==> src/sv/oec_pkg.sv <==
// shared types, constants and helpers for the obstacle escape controller
`default_nettype none

package oec_pkg;

    localparam int RANGE_W     = 10;
    localparam int MAX_RANGE   = 1023;
    localparam int RESET_RANGE = 100;
    localparam int NUM_DIRS    = 4;
    localparam int SPEED_W     = 7;
    localparam int WHEEL_W     = 8;
    localparam int MAX_SPEED   = 100;
    localparam int CFG_DATA_W  = 10;
    localparam int CFG_INDEX_W = 2;

    typedef logic [CFG_INDEX_W-1:0] cfg_index_t;

    localparam cfg_index_t CFG_DRIVE_SPEED     = 2'd0;
    localparam cfg_index_t CFG_SAFE_DISTANCE   = 2'd1;
    localparam cfg_index_t CFG_ESCAPE_DISTANCE = 2'd2;

    typedef enum logic [2:0] {
        MOT_IDLE    = 3'd0,
        MOT_REVERSE = 3'd1,
        MOT_FORWARD = 3'd2,
        MOT_LEFT    = 3'd3,
        MOT_RIGHT   = 3'd4
    } motion_t;

    typedef enum logic [1:0] {
        SIDE_FRONT = 2'd0,
        SIDE_BACK  = 2'd1,
        SIDE_LEFT  = 2'd2,
        SIDE_RIGHT = 2'd3
    } dir_t;

    typedef struct packed {
        logic [SPEED_W-1:0] drive_speed;
        logic [RANGE_W-1:0] safe_distance;
        logic [RANGE_W-1:0] escape_distance;
    } cfg_t;

    typedef struct packed {
        logic signed [WHEEL_W-1:0] left_wheel;
        logic signed [WHEEL_W-1:0] right_wheel;
        motion_t                   motion;
        dir_t                      direction;
        logic [RANGE_W-1:0]        mean;
    } result_t;

    // bits needed for a full window sum
    function automatic int sum_width(input int window);
        return $clog2(window * MAX_RANGE + 1);
    endfunction

endpackage

`default_nettype wire

==> src/sv/oec_lane.sv <==
// one direction lane: sample window shift line and running window sum
`default_nettype none

module oec_lane
    import oec_pkg::*;
#(
    parameter int WINDOW = 3
)
(
    input  wire logic                           clk,
    input  wire logic                           rst_n,
    input  wire logic                           shift_en,
    input  wire logic [RANGE_W-1:0]             sample,
    output logic      [sum_width(WINDOW)-1:0]   sum
);

    localparam int SUM_W = sum_width(WINDOW);

    logic [RANGE_W-1:0] hist_reg  [WINDOW];
    logic [RANGE_W-1:0] hist_next [WINDOW];
    logic [SUM_W-1:0]   sum_reg;
    logic [SUM_W-1:0]   sum_next;

    always_comb
    begin
        for (int j = 0; j < WINDOW - 1; j++)
        begin
            hist_next[j] = hist_reg[j + 1];
        end
        hist_next[WINDOW-1] = sample;
    end

    // oldest sample leaves, new one enters
    always_comb
    begin
        sum_next = sum_reg + SUM_W'(sample) - SUM_W'(hist_reg[0]);
    end

    always_ff @(posedge clk or negedge rst_n)
    begin
        if (!rst_n)
        begin
            for (int j = 0; j < WINDOW; j++)
            begin
                hist_reg[j] <= RANGE_W'(RESET_RANGE);
            end
            sum_reg <= SUM_W'(RESET_RANGE * WINDOW);
        end
        else if (shift_en)
        begin
            for (int j = 0; j < WINDOW; j++)
            begin
                hist_reg[j] <= hist_next[j];
            end
            sum_reg <= sum_next;
        end
    end

    assign sum = sum_reg;

endmodule

`default_nettype wire

==> src/sv/oec_merge.sv <==
// merge stage: nearest lane search, motion decision, wheel commands and mean
`default_nettype none

module oec_merge
    import oec_pkg::*;
#(
    parameter int WINDOW = 3
)
(
    input  wire logic [sum_width(WINDOW)-1:0] lane_sum [NUM_DIRS],
    input  wire cfg_t                         cfg,
    input  wire motion_t                      motion_cur,
    output result_t                           result
);

    localparam int SUM_W  = sum_width(WINDOW);
    localparam int SHIFT  = SUM_W + $clog2(WINDOW);
    localparam int RECIP  = ((2 ** SHIFT) + WINDOW - 1) / WINDOW;
    localparam int PROD_W = SUM_W + SHIFT + 1;

    logic [SUM_W-1:0]         sum_a;
    logic [SUM_W-1:0]         sum_b;
    logic [SUM_W-1:0]         best_sum;
    dir_t                     dir_a;
    dir_t                     dir_b;
    dir_t                     best_dir;
    logic [SUM_W-1:0]         safe_lim;
    logic [SUM_W-1:0]         escape_lim;
    motion_t                  motion_next;
    logic [SPEED_W-1:0]       speed;
    logic signed [WHEEL_W-1:0] pos_speed;
    logic signed [WHEEL_W-1:0] neg_speed;
    logic signed [WHEEL_W-1:0] left_w;
    logic signed [WHEEL_W-1:0] right_w;
    logic [PROD_W-1:0]        prod;

    // two-level minimum tree, earlier direction kept on ties
    always_comb
    begin
        if (lane_sum[SIDE_BACK] < lane_sum[SIDE_FRONT])
        begin
            sum_a = lane_sum[SIDE_BACK];
            dir_a = SIDE_BACK;
        end
        else
        begin
            sum_a = lane_sum[SIDE_FRONT];
            dir_a = SIDE_FRONT;
        end
        if (lane_sum[SIDE_RIGHT] < lane_sum[SIDE_LEFT])
        begin
            sum_b = lane_sum[SIDE_RIGHT];
            dir_b = SIDE_RIGHT;
        end
        else
        begin
            sum_b = lane_sum[SIDE_LEFT];
            dir_b = SIDE_LEFT;
        end
        if (sum_b < sum_a)
        begin
            best_sum = sum_b;
            best_dir = dir_b;
        end
        else
        begin
            best_sum = sum_a;
            best_dir = dir_a;
        end
    end

    assign safe_lim   = SUM_W'(cfg.safe_distance) * SUM_W'(WINDOW);
    assign escape_lim = SUM_W'(cfg.escape_distance) * SUM_W'(WINDOW);

    // next motion state
    always_comb
    begin
        motion_next = motion_cur;
        if (best_sum > safe_lim)
        begin
            motion_next = MOT_IDLE;
        end
        else if (best_sum < escape_lim)
        begin
            unique case (best_dir)
                SIDE_FRONT: motion_next = MOT_REVERSE;
                SIDE_BACK:  motion_next = MOT_FORWARD;
                SIDE_LEFT:  motion_next = MOT_LEFT;
                SIDE_RIGHT: motion_next = MOT_RIGHT;
                default:    motion_next = MOT_IDLE;
            endcase
        end
    end

    assign speed     = (cfg.drive_speed > SPEED_W'(MAX_SPEED)) ? SPEED_W'(MAX_SPEED)
                                                               : cfg.drive_speed;
    assign pos_speed = {1'b0, speed};
    assign neg_speed = -pos_speed;

    // wheel commands for the new state
    always_comb
    begin
        unique case (motion_next)
            MOT_REVERSE:
            begin
                left_w  = neg_speed;
                right_w = neg_speed;
            end
            MOT_FORWARD:
            begin
                left_w  = pos_speed;
                right_w = pos_speed;
            end
            MOT_LEFT:
            begin
                left_w  = pos_speed;
                right_w = neg_speed;
            end
            MOT_RIGHT:
            begin
                left_w  = neg_speed;
                right_w = pos_speed;
            end
            default:
            begin
                left_w  = '0;
                right_w = '0;
            end
        endcase
    end

    // exact divide by window via reciprocal multiply
    assign prod = PROD_W'(best_sum) * PROD_W'(RECIP);

    always_comb
    begin
        result.left_wheel  = left_w;
        result.right_wheel = right_w;
        result.motion      = motion_next;
        result.direction   = best_dir;
        result.mean        = RANGE_W'(prod >> SHIFT);
    end

endmodule

`default_nettype wire

==> src/sv/obstacle_escape_controller_core.sv <==
// top level of the obstacle escape controller: lanes, merge, motion and output registers
`default_nettype none

// Takes one set of four range samples (front, back, left, right) per cycle unless stalled,
// returning one result per set. Each direction has its own lane holding the last WINDOW
// samples and a running window sum; a merge stage picks the nearest direction, updates the
// motion state against the scaled safe and escape thresholds and forms the wheel commands
// and the truncated window mean. The lane registers take the samples at the input transfer
// and the output register takes the merged result when the item leaves the lane stage,
// which a stalled output can delay. Throughput is one item per cycle while the output is
// not stalled; a stalled output holds the lane stage and then the input.
// Configuration is written through cfg_write, cfg_index and cfg_data; indexes beyond the
// last register are ignored.
module obstacle_escape_controller_core
    import oec_pkg::*;
#(
    parameter int WINDOW = 3
)
(
    input  wire logic                       clk,
    input  wire logic                       rst_n,

    input  wire logic                       cfg_write,
    input  wire logic [CFG_INDEX_W-1:0]     cfg_index,
    input  wire logic [CFG_DATA_W-1:0]      cfg_data,

    input  wire logic                       in_valid,
    output logic                            in_ready,
    input  wire logic [RANGE_W-1:0]         range_front,
    input  wire logic [RANGE_W-1:0]         range_back,
    input  wire logic [RANGE_W-1:0]         range_left,
    input  wire logic [RANGE_W-1:0]         range_right,

    output logic                            out_valid,
    input  wire logic                       out_ready,
    output logic signed [WHEEL_W-1:0]       left_wheel,
    output logic signed [WHEEL_W-1:0]       right_wheel,
    output logic [2:0]                      motion_state,
    output logic [1:0]                      nearest_direction,
    output logic [RANGE_W-1:0]              nearest_mean
);

    localparam int SUM_W = sum_width(WINDOW);

    cfg_t               cfg_reg;
    logic [RANGE_W-1:0] samples  [NUM_DIRS];
    logic [SUM_W-1:0]   lane_sum [NUM_DIRS];
    logic               in_xfer;
    logic               advance;
    logic               lane_valid_reg;
    logic               lane_valid_next;
    logic               out_valid_reg;
    logic               out_valid_next;
    motion_t            motion_reg;
    result_t            merged;
    result_t            result_reg;

    // configuration registers
    always_ff @(posedge clk or negedge rst_n)
    begin
        if (!rst_n)
        begin
            cfg_reg.drive_speed     <= SPEED_W'(80);
            cfg_reg.safe_distance   <= RANGE_W'(75);
            cfg_reg.escape_distance <= RANGE_W'(15);
        end
        else if (cfg_write)
        begin
            unique case (cfg_index)
                CFG_DRIVE_SPEED:     cfg_reg.drive_speed     <= cfg_data[SPEED_W-1:0];
                CFG_SAFE_DISTANCE:   cfg_reg.safe_distance   <= cfg_data[RANGE_W-1:0];
                CFG_ESCAPE_DISTANCE: cfg_reg.escape_distance <= cfg_data[RANGE_W-1:0];
                default:             ;
            endcase
        end
    end

    assign advance         = lane_valid_reg && (!out_valid_reg || out_ready);
    assign in_ready        = !lane_valid_reg || advance;
    assign in_xfer         = in_valid && in_ready;
    assign lane_valid_next = in_xfer || (lane_valid_reg && !advance);
    assign out_valid_next  = advance || (out_valid_reg && !out_ready);

    assign samples[SIDE_FRONT] = range_front;
    assign samples[SIDE_BACK]  = range_back;
    assign samples[SIDE_LEFT]  = range_left;
    assign samples[SIDE_RIGHT] = range_right;

    for (genvar d = 0; d < NUM_DIRS; d++)
    begin : g_lane
        oec_lane #(
            .WINDOW   (WINDOW)
        ) u_lane (
            .clk      (clk),
            .rst_n    (rst_n),
            .shift_en (in_xfer),
            .sample   (samples[d]),
            .sum      (lane_sum[d])
        );
    end

    oec_merge #(
        .WINDOW     (WINDOW)
    ) u_merge (
        .lane_sum   (lane_sum),
        .cfg        (cfg_reg),
        .motion_cur (motion_reg),
        .result     (merged)
    );

    always_ff @(posedge clk or negedge rst_n)
    begin
        if (!rst_n)
        begin
            lane_valid_reg <= 1'b0;
            out_valid_reg  <= 1'b0;
            motion_reg     <= MOT_IDLE;
        end
        else
        begin
            lane_valid_reg <= lane_valid_next;
            out_valid_reg  <= out_valid_next;
            if (advance)
            begin
                motion_reg <= merged.motion;
            end
        end
    end

    always_ff @(posedge clk)
    begin
        if (advance)
        begin
            result_reg <= merged;
        end
    end

    assign out_valid         = out_valid_reg;
    assign left_wheel        = result_reg.left_wheel;
    assign right_wheel       = result_reg.right_wheel;
    assign motion_state      = result_reg.motion;
    assign nearest_direction = result_reg.direction;
    assign nearest_mean      = result_reg.mean;

`ifndef SYNTHESIS
    // a full lane stage behind a stalled output must block new transfers
    assert property (@(posedge clk) disable iff (!rst_n)
        (lane_valid_reg && out_valid_reg && !out_ready) |-> !in_ready)
        else $error("input accepted while lane stage is blocked");

    // motion state only moves when an item leaves the lane stage
    assert property (@(posedge clk) disable iff (!rst_n)
        !advance |=> $stable(motion_reg))
        else $error("motion state changed without a transfer");

    // idle result carries stopped wheels, moves carry equal magnitudes
    assert property (@(posedge clk) disable iff (!rst_n)
        out_valid_reg |-> ((motion_state == MOT_IDLE && left_wheel == 0 && right_wheel == 0)
                           || (motion_state != MOT_IDLE
                               && (left_wheel == right_wheel || left_wheel == -right_wheel))))
        else $error("wheel commands disagree with motion state");
`endif

endmodule

`default_nettype wire
==> config.mk <==
export PLATFORM = sky130hd
export DESIGN_NAME = obstacle_escape_controller_core
export DESIGN_NICKNAME = d
export VERILOG_FILES = /design/src/sv/oec_pkg.sv /design/src/sv/oec_lane.sv /design/src/sv/oec_merge.sv /design/src/sv/obstacle_escape_controller_core.sv
export SDC_FILE = /design/constraint.sdc
export NUM_CORES = 1
export LEC_CHECK = 0
export BUFFER_PORTS_ARGS = -buffer_cell sky130_fd_sc_hd__buf_2
export CAP_MARGIN = 20
export CORE_ASPECT_RATIO = 0.75
export CORE_MARGIN = 1.5
export CORE_UTILIZATION = 42
export DETAILED_ROUTE_END_ITERATION = 8
export GPL_ROUTABILITY_DRIVEN = 0
export MAX_ROUTING_LAYER = met4
export PLACE_DENSITY_LB_ADDON = 0.12
export SLEW_MARGIN = 5
export SYNTH_ARGS = -nofsm -noshare
export SYNTH_HDL_FRONTEND = slang
export SYNTH_SLANG_ARGS = --single-unit
==> constraint.sdc <==
create_clock -name clk -period 8.18 [get_ports clk]
set_input_delay 1.636 -clock clk [delete_from_list [all_inputs] [get_ports clk]]
set_output_delay 1.636 -clock clk [all_outputs]
set_load 0.01 [all_outputs]
==> impl_metrics.toml, run 1 <==
[cts]
clock_sinks = 231
clock_latency_ns = 0.56
clkTransAtPathRegs_ns = 0.06
clockRootBuffer = "clkbuf_16"
clockBufferDepth = 3
h-tree-depth = 1
cts_buffers = 27
cts_tree = "yes"

[global_routing]
grt_max_degree = 105
grt_pass1_vias = 13100
grt_pass1_wl_um = 68400
gr-usage-all-layers = 0.208
antenna_found_initial = 0
grt-ovfl-total = 0

[critical_path]
crit_fanout = 7
crit_path_top_delay_cell = "dfstp_2"
r2r_setup_slack_ns = 0.23
critical_path_class = "register to register"
cp_common_cell = "buf_4"
arrival_ns = 8.25
r2r_end = "nearest_mean[7]"
start_kind = "register"
required_ns = 8.49
max_stage_delay_ns = 0.54
end_kind = "register"
reg2regPathDepth = 36
r2r-start = "g_lane[0].u_lane.sum[5]"

[layout]
largest_register_ffs = 80
regArea_um2 = 6010
multiInputGateArea_um2 = 10400
final_common_cell = "nand2_1"
final_cells = 2588
finish.utilization = 0.507
final_cell_mix = "nand2_1 (389), inv_1 (285), ha_1 (185)"
final_area_um2 = 20200
area_growth_pct = 17.9
drive_gt1_frac = 0.204
final_net_count = 2392
fill_cells = 3748
diodes = 0

[floorplan]
ios = 90
start_util = 0.430
die_h_um = 178
core.rowCount = 63
design.core.area_um2 = 39900
fp.dieW_um = 236
dieArea_um2 = 42100

[routing]
vias = 13100
drt_wl_total_um = 41700
ant_nets = 0
drc = 0
drt_iter0_markers = 635
drt_pass1_iterations = 5
vias_per_cell = 5.07
drt-wirelength-per-cell_um = 16.1

[sta]
period_share = 0.972
fin_skew_ns = 0.0224
hold_viol = 0
worstMarginPinSlew_ns = 1.05
fmax_mhz = 126
setup_viol = 0
setup_ws_ns = 0.233
slew_headroom = 0.301
period_needed_ns = 7.95
maxSlewViolCount = 0

[synth]
avgSynthCellArea_um2 = 9.09
synth_top_area_frac = 0.201
ys_types = 74
synthCells = 1889
synthArstFlopShare = 0.866
yosys-top-cells-area = "dfrtp_1 (20%), ha_1 (15%), dfstp_2 (9.5%)"
ys_seq_area_frac = 0.350
ys_seq_elements = 231
synth_area_um2 = 17200
post-synth-top-area-cell = "dfrtp_1"
syn-num-nets = 2233
yosysWarnings = 0
synth-edff-count = 31
synthFlopType = "dfrtp_1"

[job]
max_cap_viol_count = 0

[placement]
dp.cells = 2524
hpwl_um = 31700
numPortBuffers = 89
place_area_um2 = 18700
pre_cts_ws_ns = -0.171

[worst_hold_path]
hold_depth = 2
hold_class = "register to register"
hp-start = "g_lane[1].u_lane.hist_next[16]"
hold_end = "g_lane[1].u_lane.hist_next[26]"

[status]
status = "finished clean"
## Yosys cell counts (31+ instances only)
| cell type | count |
|---|---|
| dfrtp_1 | 138 |
| xnor2_1 | 35 |
| dfstp_2 | 62 |
| o21ai_0 | 109 |
| nor2_1 | 74 |
| inv_1 | 287 |
| clkbuf_1 | 43 |
| edfxtp_1 | 31 |
| nand2_1 | 394 |
| a21oi_1 | 77 |
| fa_1 | 81 |
| ha_1 | 206 |
## per-layer routing
metal	GRT usage	share of wire	up-vias
met4	0.0494	0.023	0
met3	0.0291	0.037	60
met1	0.301	0.51	6310
li1	-	-	6563
met5	-	0	-
met2	0.307	0.43	192
## worst max path at each step
stage / from / endpoint / slack [ns] / depth (start not counted)
3_5_place_dp: g_lane[2].u_lane.sum[2] / nearest_mean[9] / -0.17 / 33
5_1_grt: g_lane[0].u_lane.sum[5] / nearest_mean[8] / -0.08 / 35
4_1_cts: g_lane[0].u_lane.sum[2] / nearest_mean[9] / 0.009 / 35
2_1_floorplan: g_lane[2].u_lane.sum[2] / nearest_mean[7] / 0.01 / 34
3_3_place_gp: g_lane[2].u_lane.sum[5] / nearest_mean[8] / 0.04 / 32
6_report: g_lane[0].u_lane.sum[5] / nearest_mean[7] / 0.23 / 36
## worst max-delay path: cells and delay by family (launching register included)
family,cells,cell delay [ns]
compound gates,9,1.29
fa+ha+maj,8,2.93
buf+inv,9,1.14
xor+xnor,1,0.15
simple gates,9,1.64
flops,1,0.54
## cell families after synthesis
| kind of cell | after synthesis | share of synthesized area |
|---|---|---|
| muxes | 41 | 0.0260 |
| adders and majority gates | 287 | 0.245 |
| xor gates and xnor gates | 56 | 0.0286 |
| AOI/OAI and AO/OA | 341 | 0.129 |
| and+or+nand+nor | 590 | 0.146 |
| buffers and inverters | 343 | 0.0753 |
| DFF | 231 | 0.350 |
## per-stage QoR
| step | hold WS [ns] | TNS, ns |
|---|---|---|
| 4_1_cts | 0.452 | 0 |
| 6_report | 0.450 | 0 |
| 5_1_grt | 0.467 | -0.186 |
| 2_1_floorplan | 0.435 | 0 |
| 3_5_place_dp | 0.442 | -0.444 |
| 3_3_place_gp | 0.439 | 0 |
## what timing repair did
item                       in CTS  in global routing
pin swaps                       0                 31
gates cloned                    0                  3
buffers inserted                1                 11
gates resized for setup         5                 95
hold buffers                    0                  0
hold endpoints to repair        0                  0
setup endpoints to repair       6                 10
## area by class of cell
class | count | area share
tap | 520 | 0.0322
inverter | 288 | 0.0534
multi-input combinational | 1316 | 0.514
sequential | 231 | 0.297
clock buffer | 37 | 0.0378
clock inverter | 12 | 0.00445
timing repair buffer | 184 | 0.0612
Power of run 1 is left out: the tool's default activity adds up to more than one toggle a clock period on the data nets, which glitch-free logic cannot reach.
==> run 2, diff against run 1 <==
--- a/config.mk
+++ b/config.mk
@@ -14,7 +14,9 @@
 export GPL_ROUTABILITY_DRIVEN = 0
 export MAX_ROUTING_LAYER = met4
 export PLACE_DENSITY_LB_ADDON = 0.12
+export SKIP_LAST_GASP = 1
 export SLEW_MARGIN = 5
 export SYNTH_ARGS = -nofsm -noshare
 export SYNTH_HDL_FRONTEND = slang
+export SYNTH_HIERARCHICAL = 1
 export SYNTH_SLANG_ARGS = --single-unit
==> run 2 against run 1 <==
  * Register-to-register slack got worse by 0.15 ns
  * Synthesized cell count fell by 14%
  * Largest cell class unchanged
  * First-iteration DRC count rose by 1.4%
  * Wire length fell by 3.8%
  * Core utilization rose by 1.4 points
  * Die area rose by 2.3%
  * Hold slack improved by 0.045 ns
==> impl_metrics.toml, run 2 <==
[synth]
ys_seq_elements = 231
yosys-top-cells-area = "dfrtp_1 (20%), ha_1 (15%), mux2_2 (9.8%)"
ys_types = 87
avgSynthCellArea_um2 = 10.8
synthFlopType = "dfrtp_1"
yosysWarnings = 6
synthCells = 1632
synthArstFlopShare = 0.866
ys_seq_area_frac = 0.342
synth_area_um2 = 17600
synth_commonest_cells = "inv_1 (277), ha_1 (204), mux2_2 (153), dfrtp_1 (138), nand2_1 (84)"
synth-edff-count = 31
synth_top_area_frac = 0.197
yosysMostFrequentCell = "inv_1"
post-synth-top-area-cell = "dfrtp_1"
syn-num-nets = 1974

[layout]
largest_register_ffs = 80
final_cells = 2428
drive_gt1_frac = 0.345
diodes = 0
final_common_cell = "inv_1"
final_net_count = 2188
area_growth_pct = 21.6
final_cell_mix = "inv_1 (267), ha_1 (174), mux2_2 (153)"

[sta]
slew_headroom = 0.424
period_needed_ns = 8.10
hold_viol = 0
fin_skew_ns = 0.00894
fmax_mhz = 123
setup_viol = 0
period_share = 0.990
holdWs_ns = 0.495
maxSlewViolCount = 0
rsz0062_at_grt = "yes"
worstMarginPinSlew_ns = 0.863

[worst_hold_path]
hold_end = "g_lane[1].u_lane/hist_reg[27]"
hold_class = "register to register"
hp-start = "g_lane[1].u_lane/hist_next[27]"
hold_depth = 1

[global_routing]
met2_usage = 0.277
grtUsageMet1 = 0.288
grt-ovfl-total = 0
grt_pass1_vias = 12400
antenna_found_initial = 0
grt_pass1_wl_um = 65200
grt_max_degree = 72
top_usage_layer = "met1"
grt_util_met3 = 0.0291
gr-usage-all-layers = 0.194

[job]
max_cap_viol_count = 0

[critical_path]
required_ns = 8.49
arrival_ns = 8.41
reg2regPathDepth = 37
r2r_end = "nearest_mean[9]"
crit_path_top_delay_cell = "fa_1"
cp_common_cell = "fa_1"
r2r_setup_slack_ns = 0.08
critical_path_class = "register to register"
start_kind = "register"
end_kind = "register"
crit_fanout = 7
max_stage_delay_ns = 0.55
r2r-start = "g_lane[0].u_lane/sum[8]"

[routing]
drt-wirelength-per-cell_um = 16.5
drc = 0
drt_wl_total_um = 40100
drt_iter0_markers = 644
drt_pass1_iterations = 5
ant_nets = 0
vias_per_cell = 5.07
vias = 12300

[cts]
clock_latency_ns = 0.57
h-tree-depth = 1
cts_tree = "yes"
clkTransAtPathRegs_ns = 0.06
clock_sinks = 231
clockBufferDepth = 3
clockRootBuffer = "clkbuf_16"
cts_buffers = 27

[floorplan]
fp.dieW_um = 239
design.core.area_um2 = 41000
ios = 90
die_h_um = 180
core.rowCount = 64
start_util = 0.429
dieArea_um2 = 43100

[placement]
hpwl_um = 31100
dp.cells = 2338
numPortBuffers = 89

[status]
status = "finished clean"
==> run 2: cell types whose count changed after synthesis, sizes merged, moves of 10 or more <==
cell    change
nand2     -310
inv        -10
a31oi      +11
clkbuf     -27
o31ai      -14
nor2       -22
mux2      +129
o21ai      -63
o211ai     +22
o21a       +18
a21o       +14
==> run 2: cell families after synthesis <==
logic type,share of synthesized area
buffers and inverters,0.0716
AOI/OAI and AO/OA,0.132
adders and majority gates,0.238
and+or+nand+nor,0.0768
DFF,0.342
muxes,0.114
xor gates and xnor gates,0.0259
==> run 2: timing repair <==
item	4_1_cts	5_1_grt
setup buffers	21	20
endpoints found under the setup margin	5	9
resized for setup	29	76
hold buffers	0	0
cloned	3	1
pin swaps	28	74
==> run 2: cell type report <==
cell class	count	area, um^2
Fill cell	3733	19600
Multi-Input combinational cell	1087	11100
Sequential cell	231	6010
Timing Repair Buffer	221	1540
Inverter	278	1040
Clock buffer	34	764
Tap cell	561	702
Clock inverter	16	201
==> run 2: worst max-delay path: cells and delay by family (launching register included) <==
family	cells	cell delay [ns]
adders and majority gates	8	3.07
AOI/OAI and AO/OA	10	1.90
and+or+nand+nor	11	1.46
buffers and inverters	7	0.71
DFF	1	0.53
xor gates and xnor gates	1	0.13
==> run 2: metal layers <==
metal	vias to the layer above	share of wire
met5	-	0
met4	0	0.023
met3	57	0.039
met2	220	0.42
met1	5959	0.52
li1	6072	-
==> run 2: worst max path at each step <==
stage,endpoint,startpoint,slack [ns],cells past startpoint
final,nearest_mean[9],g_lane[0].u_lane/sum[8],0.08,37
after global placement,nearest_mean[9],g_lane[0].u_lane/sum[5],-0.06,33
after floorplan,nearest_mean[9],g_lane[2].u_lane/sum[5],0.005,40
after detailed placement,nearest_mean[9],g_lane[0].u_lane/sum[5],-0.22,32
after CTS,nearest_mean[9],g_lane[0].u_lane/sum[5],0.007,38
after global routing,nearest_mean[9],g_lane[0].u_lane/sum[8],-0.16,37
==> run 2: stage by stage <==
stage | TNS [ns] | instance area, um^2 | util | setup slack (ns)
6_report | 0 | 21400 | 0.521 | 0.0806
5_1_grt | -0.338 | 21400 | 0.521 | -0.159
4_1_cts | 0 | 20900 | 0.509 | 0.00726
3_5_place_dp | -0.729 | 19500 | 0.476 | -0.220
3_3_place_gp | -0.0645 | 19500 | 0.476 | -0.0578
2_1_floorplan | 0 | 17900 | - | 0.00490
Power of run 2 is left out for the same reason.
